<file path="config.mk">
export PLATFORM = sky130hd
export DESIGN_NAME = gnb_div
export DESIGN_NICKNAME = d
export VERILOG_FILES = /design/src/rtl/gnb_pkg.sv /design/src/rtl/gnb_div.sv
export SDC_FILE = /design/constraint.sdc
export NUM_CORES = 1
export LEC_CHECK = 0
export BUFFER_PORTS_ARGS = -buffer_cell sky130_fd_sc_hd__buf_2
export CAP_MARGIN = 20
export CORE_AREA = 2 2 132 134
export DETAILED_ROUTE_END_ITERATION = 10
export DIE_AREA = 0 0 134 136
export PLACE_DENSITY = 0.69
export RECOVER_POWER = 25
export SETUP_SLACK_MARGIN = 0.2
export SYNTH_ARGS = -nofsm -noshare
export SYNTH_HDL_FRONTEND = slang
export SYNTH_SLANG_ARGS = --single-unit
</file>
<file path="constraint.sdc">
create_clock -name i_clk -period 4.7 [get_ports i_clk]
set_clock_uncertainty 0.15 [all_clocks]
set_input_delay 0.94 -clock i_clk [delete_from_list [all_inputs] [get_ports i_clk]]
set_output_delay 0.94 -clock i_clk [all_outputs]
set_load 0.1 [all_outputs]
</file>
<file path="src/rtl/gnb_pkg.sv">
// gaussian naive bayes engine: shared types and constants
// no dependencies
`default_nettype none
package gnb_pkg;
    localparam int MaxClasses  = 16;
    localparam int MaxFeatures = 64;
    localparam int ClsW  = $clog2(MaxClasses);
    localparam int PosW  = $clog2(MaxFeatures);
    localparam int AddrW = ClsW + PosW;
    localparam int Depth = MaxClasses * MaxFeatures;

    localparam logic [31:0] VarReset = 32'd655;
    localparam logic [47:0] Ln2Q     = 48'd45426;
    localparam logic [47:0] Ln2PiQ   = 48'd120447;
    localparam logic signed [47:0] ScoreMax = 48'sh7FFF_FFFF_FFFF;
    localparam logic signed [47:0] ScoreMin = 48'sh8000_0000_0000;

    localparam logic CmdTrain    = 1'b0;
    localparam logic CmdClassify = 1'b1;
    localparam logic RegClasses  = 1'b0;
    localparam logic RegFeatures = 1'b1;

    typedef struct packed {
        logic        command;
        logic [3:0]  class_id;
        logic [31:0] feature_value;
        logic        last_feature;
    } t_in;

    typedef struct packed {
        logic [3:0]  best_class;
        logic        class_found;
        logic [47:0] best_log_likelihood;
        logic [31:0] class_sample_count;
    } t_out;

    typedef struct packed {
        logic        index;
        logic [6:0]  data;
    } t_cfg;

    // request to the shared divider
    typedef struct packed {
        logic        start;
        logic [63:0] num;
        logic [32:0] den;
    } t_div_req;

    typedef struct packed {
        logic        done;
        logic [63:0] quo;
    } t_div_rsp;
endpackage
`default_nettype wire

</file>
<file path="src/rtl/gnb_div.sv">
// shared restoring divider, one quotient bit per cycle, 64 by 33 bits
// depends on gnb_pkg
`default_nettype none
module gnb_div (
    input  wire logic              i_clk,
    input  wire logic              i_rst_n,
    input  gnb_pkg::t_div_req      i_req,
    output gnb_pkg::t_div_rsp      o_rsp
);
    import gnb_pkg::*;

    logic [63:0] r_quo;
    logic [32:0] r_den;
    logic [33:0] r_rem;
    logic [6:0]  r_cnt;
    logic        r_busy;
    logic        r_done;
    logic [33:0] w_sh;
    logic [34:0] w_sub;

    assign w_sh  = {r_rem[32:0], r_quo[63]};
    assign w_sub = {1'b0, w_sh} - {2'b0, r_den};

    always_ff @(posedge i_clk) begin
        if (!i_rst_n) begin
            r_busy <= 1'b0;
            r_done <= 1'b0;
        end else begin
            r_done <= 1'b0;
            if (i_req.start) begin
                r_busy <= 1'b1;
                r_cnt  <= 7'd0;
                r_quo  <= i_req.num;
                r_den  <= i_req.den;
                r_rem  <= '0;
            end else if (r_busy) begin
                if (!w_sub[34]) begin
                    r_rem <= w_sub[33:0];
                end else begin
                    r_rem <= w_sh;
                end
                r_quo <= {r_quo[62:0], ~w_sub[34]};
                r_cnt <= r_cnt + 7'd1;
                if (r_cnt == 7'd63) begin
                    r_busy <= 1'b0;
                    r_done <= 1'b1;
                end
            end
        end
    end

    assign o_rsp.done = r_done;
    assign o_rsp.quo  = r_quo;
endmodule
`default_nettype wire

</file>
==> run summary, run 1 <==
The actual transition at the worst max-transition pin is 2.07 ns. For the static leakage, the log shows 0.00373 uW. The top cell types in the final layout, fill and taps aside, are buf_2, edfxtp_1, nand2_1. The setup slack on the worst flop-to-flop path was 1.25 ns; the final period utilization was 0.801.

The most common cell after layout, fill and taps aside is buf_2. The category of the worst setup path launch point was an input pin. The async set-or-reset flop fraction in the synthesized netlist was 0. The endpoint identified for the worst register-to-register timing path is r_rem[25]. At the worst endpoint, the required time is 4.65 ns. For this block, the initial DRC count from the detailed router was 321.

Clock latency on the worst-skew pair, taken at its later pin, is 0.43 ns. Port buffering added 164 buffers. The total overflow left after global routing is 0. Hold repair after CTS inserted 0 buffers. TritonCTS built the clock tree. The tools report the worst min-delay path startpoint as r_busy.

The worst hold path terminates at r_done. By area the synthesized netlist is led by edfxtp_1, mux2_2, ha_1. After layout, the minimum clock period comes to 3.76 ns.

The first global-routing pass estimated 27.6 mm of wire. The pin count of the biggest net entering global routing is 90, and the number of buffers created by CTS is 17. The tools report the starting density of the core as 0.443.

IR analysis of the VDD net gives a maximum drop of 286 uV. The number of setup buffers added after CTS is 0. Summed over all layers, the routed wires come to 17.2 mm. The number of global-route vias before repair was 5492.

The layout cell share with drive strength beyond 1 works out to 0.340. Relative to the synthesized area, the layout overhead comes to 21.7%. The I/O pin count was 165; the max-capacitance violation count was 2. The post-synthesis cell area was 7470 um2; the number of nets in the synthesized netlist was 759.

In this run the mean area of a mapped cell was 12.0 um2. In this run the core area contains 48 standard-cell rows. The number of antenna diodes in the final layout is 0. Of all nets on the critical path, the largest fanout is 89.

Summed over all instances, the cell type with the most area after synthesis is edfxtp_1. In the final timing run, aggregate negative setup slack is 0 ns. Setup repair after global routing left no endpoint under its margin. The logs give 2 for the buffer levels on the longest clock path and 0.909 for the weighted congestion reported at the end of routability-driven placement. For the number of antenna-violating nets in the routed design, the log shows 0.

In the final routed layout, each cell accounts on average for 16.7 um. On the worst path, the slowest cell contributes a delay of 1.60 ns. The peak clock frequency supported by timing was 0.266 GHz.

The number of storage elements in the synthesis netlist is 139. Counting every sink on the clock net gives 139. For the arrival time reported for the critical path endpoint, the log shows 3.71 ns.

The filler cells instantiated in the layout total 1430. The tools report the non-filler instance count after layout as 1026. The path class of the tightest hold or removal check is flop to flop. The cell count after synthesis came out at 624.

The logs give 16900 um2 for the area of the core and 5494 for the routed via count. The final reports fail on max-capacitance violations, max-slew violations. Once placement completed, the tool counted placed cells totaling 995. The top-area cell type share of the netlist area is 0.551, and the number of instances on the worst hold path is 2.

The final HPWL from detailed placement is 12.2 mm. The tools report the maximum level of the CTS H-tree as 4. The worst setup path category is input pin to flop.

After detailed routing, the number of remaining DRC violations is 0. The logs give -0.382 for the relative slew slack and 0.556 for the portion of the post-synthesis area used by sequential elements. The die is 136 um tall.

The signal on the critical path passes through clkbuf_1 > clkbuf_2 > nor2_1 > o211ai_1 > o311ai_1. The number of nets in the finished design was 924; the area of the die was 18200 um2. Power spread over the standard cell area amounts to 432 nW/um2. The run finished, with violations left. The start of the worst register-to-register path was r_quo[63].

The distinct cell type count of the synthesized netlist was 62. The most frequently used flop master after synthesis was edfxtp_1. Dividing the detail-routed via count by the number of cells gives 5.35.

The logs give 129 for the final-report max-slew violation count and 0 for the post-cts resize count. The hold violation total from the final report was 0; the die span in x was 134 um. Setup violations remaining at the end of the flow were counted as 0. After clock tree synthesis, the clock-pin slew on the worst setup and hold paths is 0.06 ns.

STA classifies the critical path endpoint as a flop. For the count of synthesis-stage warnings from yosys, the log shows 0. The slowest stage cell on the critical path was clkbuf_2. The global-route usage over all layers came out at 0.195. The initial antenna violation count is 1, and the number of enable flip-flop cells after synthesis is 137. The tree is rooted in a clkbuf_16. Counting cells, the worst reg-to-reg path comes to 13.

The first TritonRoute pass finished after 5 iterations.
==> synthesized netlist by cell type, drive strengths merged, types with 5 or more instances <==
library cell and count:
a211oi 8, a21o 12, a21oi 55, a31oi 5
and3 9, buf 17, clkbuf 8, edfxtp 137
ha 34, inv 44, mux2 64, nand2 65
nand3 14, nand4 5, nor2 25, nor3 9
o21a 6, o21ai 26, or3 8, xnor2 13
xor2 8
==> logic make-up after synthesis <==
kind of cell | share of synthesized area
simple gates | 0.0938
mux | 0.101
flops | 0.556
buf+inv | 0.0390
compound gates | 0.126
xor+xnor | 0.0246
fa+ha+maj | 0.0596
==> final cells by class <==
cell class              instances  area, um2  area share
flip-flops and latches        139       4150       0.457
multi-input cells             416       3020       0.333
repair buffers                171        881      0.0969
clock buffers                  17        425      0.0468
well taps                     225        282      0.0310
inverters                      44        165      0.0182
clock inverters                14        163      0.0179
==> worst max-delay path, delay by kind of cell <==
family | cells | cell delay [ns]
AND/OR/NAND/NOR | 1 | 0.12
AO/OA/AOI/OAI | 2 | 0.30
buffers and inverters | 2 | 2.28
==> state kept, by name (all words and copies together), names as in the netlist <==
name    cells
r_quo      64
r_den      33
r_rem      33
r_cnt       7
r_busy      1
r_done      1
==> power breakdown <==
group          internal [uW]  switching [uW]
Combinational            337             694
Clock                    791             565
Sequential              1490            46.5
Total                   2620            1310
==> per-layer routing <==
metal  GRT usage  vias to the layer above  wire length [um]
li1            -                     2678                 -
met1       0.245                     2622              7460
met2       0.317                      172              8090
met3      0.0694                       20              1330
met4      0.0626                        2               247
met5           0                        -                13
==> metrics by stage <==
step / area [um2] / setup WS, ns / total power (uW) / hold WS [ns] / util
global placement: 8530 / 1.37 / 2580 / 0.294 / 0.506
global route: 9090 / 0.715 / 4100 / 0.330 / 0.539
detailed placement: 8530 / 1.31 / 2590 / 0.307 / 0.506
CTS: 9120 / 1.29 / 3950 / 0.316 / 0.540
floorplan: 7470 / 0.472 / 2380 / 0.271 / -
finish: 9090 / 0.936 / 3930 / 0.307 / 0.539
==> worst max-delay path by stage <==
| stage | start | endpoint |
|---|---|---|
| after floorplan | i_req[97] | r_cnt[0] |
| after global placement | r_quo[63] | r_rem[25] |
| after detailed placement | r_quo[63] | r_rem[25] |
| after CTS | r_quo[63] | r_rem[25] |
| after global routing | i_req[97] | r_rem[15] |
| final | i_req[97] | r_rem[15] |
(Power assumes the default switching activity.)
==> run 2, diff against run 1 <==
clock period = 3.95 ns   (was 4.7 ns; I/O delays follow)
==> run 2 against run 1 <==
Effect of this change: the flow still finishes with violations (max-capacitance violations, max-slew violations); critical path depth up 8; utilization grew 0.26 points; clock power rose by 19%; critical path type is now flop to flop; largest cell class unchanged.
==> run summary, run 2 (synthesized netlist as in run 1, its figures left out) <==
The max-capacitance violation count came out at 1 (-1). The kind of end point of the critical path was a flop. The number of buffers created by CTS came out at 17 (unchanged).

The area of the die was 18200 um2 (unchanged); the number of flip-flops under the largest register name was 64 (unchanged). The maximum level of the CTS H-tree was 4 (unchanged); the detailed-route wire length per cell was 16.7 um (-0.12%). The setup path with the least slack is of type flop to flop.

The post-cts resize count is 0 (unchanged), and the final critical path time including I/O delays and setup is 3.52 ns. The count of input and output buffers is 164 (unchanged). In the layout the commonest cells are buf_2, edfxtp_1, nand2_1.

For the arrival time reported for the critical path endpoint, the log shows 3.61 ns (-0.10 ns). The critical path goes through inv_1 > ha_1 > inv_1 > fa_1 > a21o_1 > a221o_2 > a31oi_4 > o31a_2 > a21oi_2 > buf_4 > and3_1 > mux2i_1 > a21oi_1. Based on the critical path, the design can be clocked at up to 0.284 GHz. The run gives 0 ns (unchanged) as the summed negative setup slack over all endpoints. The run finished, with violations left. The most common cell after layout, fill and taps aside was buf_2. The tools report the wire length of the first global-routing pass as 27.6 mm (-0.15%). The worst setup path is launched from a flop. The worst ir drop on vdd was 314 uV (+9.6%). The initial antenna violation count was 2 (+1). The first-pass iteration count of the detailed router is 4 (-1), and the maximum fanout encountered on the critical timing path is 21 (-76%). The area of the core is 16900 um2 (unchanged), and the power density over the cells is 512 nW/um2 (+19%). The buffer and inverter count on the worst path works out to 3 (+1). The fill cell instance count of the final layout is 1434 (+0.28%). The static leakage is 0.00376 uW (+0.72%), and the number of global-route vias before repair is 5487 (-0.091%). The final-report max-slew violation count is 31 (-76%). The starting density of the core was 0.443 (unchanged); the area overhead of the layout relative to synthesis was 22.3%. Required arrival time at the worst endpoint: 4.04 ns (-0.61 ns). The tree is rooted in a clkbuf_16. Broken down by cell family, the worst path's largest delay share belongs to compound AO/OA/AOI/OAI gates. Final routed wirelength across all metal layers: 17.2 mm (+0.17%). The buffer levels on the longest clock path was 2 (unchanged); the pre-CTS worst setup slack was 0.472 ns (-0.840 ns).

In the final layout, the registers with the most flip-flops are r_quo (64), r_den (33), r_rem (33). The hold buffer count at CTS is 0 (unchanged), and the maximum cell stage delay along the critical path is 0.79 ns (-0.81 ns). The weighted congestion reported at the end of routability-driven placement was 0.856 (-5.7%). Slowest stage cell on the critical path: a21oi_2.

Die extent in y: 136 um (unchanged). The logs give 76 (-16%) for the pin count of the biggest net entering global routing and -0.0620 (+0.320) for the relative slew slack. The latest clock arrival within the worst-skew pair was 0.43 ns (about the same). The actual transition at the worst max-transition pin was 1.59 ns (-0.480 ns); the number of antenna-violating nets in the routed design was 0 (unchanged). The die span in x works out to 134 um (unchanged). The logs give 0 (unchanged) for the global route total overflow and 266 (-17%) for the detailed router's first-iteration violation count. Setup repair after global routing left no endpoint under its margin. For the total power draw, the log shows 4680 uW (+19%). The final setup slack of the worst path is 0.431 ns (-0.506 ns), and the layout cell share with drive strength beyond 1 is 0.340 (about the same). The share of the core filled with cells in the final layout was 0.541 (+0.00260). The run gives 0.195 (about the same) as the global-route usage over all layers. The final period utilization is 0.891. The hold violation total from the final report came out at 0 (unchanged). The final reports fail on max-capacitance violations, max-slew violations.

The run gives 12.4 mm (+1.3%) as the final HPWL from detailed placement. Cell seen most often among critical-path stages: inv_1. The total setup buffers inserted after CTS came out at 0 (unchanged). The run gives 1029 (+0.29%) as the non-filler instance count after layout. The register bank with the most flops is r_quo. The I/O pin count is 165 (unchanged). The clock-pin slew on the worst setup and hold paths is 0.06 ns (about the same). The logs give 0 (unchanged) for the final setup violation count and 997 (+0.20%) for the total placed cells including tap cells. The class of the tightest hold or removal check is flop to flop. The post-detailed-route via-to-cell ratio is 5.26 (-1.8%). The routed via count was 5412 (-1.5%). TritonCTS built the clock tree. For the number of inserted diodes, the log shows 0 (unchanged). The count of clock tree sinks is 139 (unchanged), and the number of standard-cell rows in the floorplan is 48 (unchanged). Number of nets in the finished design: 926 (+0.22%). The remaining design rule violation count is 0 (unchanged).
run 2: report_power, final:
group / total, uW / internal, uW / switching (uW) / leakage [uW]
Combinational: 1230 / 409 / 826 / 0.00215
Clock: 1620 / 946 / 669 / 0.000283
Sequential: 1830 / 1780 / 54.9 / 0.00133
run 2: through the flow:
| stage | cell area (um2) | hold slack, ns |
|---|---|---|
| final | 9140 | 0.295 |
| after floorplan | 7470 | 0.271 |
| after global placement | 8560 | 0.294 |
| after global routing | 9140 | 0.332 |
| after detailed placement | 8560 | 0.296 |
| after CTS | 9150 | 0.304 |
run 2: final timing paths:
kind | startpoint | to | slack, ns | cells past startpoint
setup / recovery | r_quo[63] | r_rem[25] | 0.43 | 13
hold / removal | r_busy | r_done | 0.29 | 2
setup reg to reg | r_quo[63] | r_rem[25] | 0.43 | 13
hold reg to reg | r_busy | r_done | 0.29 | 2
run 2: final cells by class:
cell class	count	area [um2]	share of cell area
clock buffer	18	429	0.0470
multi-input combinational	416	3020	0.331
tap	225	282	0.0308
timing repair buffer	173	921	0.101
inverter	44	165	0.0181
sequential	139	4150	0.455
clock inverter	14	163	0.0178
run 2: worst register-to-register path, delay by kind of cell, from the launching register on:
| family | cells | cell delay (ns) |
|---|---|---|
| compound gates | 6 | 1.79 |
| buf+inv | 3 | 0.42 |
| fa+ha+maj | 2 | 0.41 |
| flops | 1 | 0.36 |
| simple gates | 1 | 0.16 |
| mux | 1 | 0.06 |
run 2: routing by layer:
layer | track usage | share of wire | up-vias
met5 | 0 | 0.00093 | -
met4 | 0.0668 | 0.014 | 2
met3 | 0.0720 | 0.085 | 21
met2 | 0.323 | 0.48 | 167
met1 | 0.237 | 0.42 | 2537
li1 | - | - | 2685
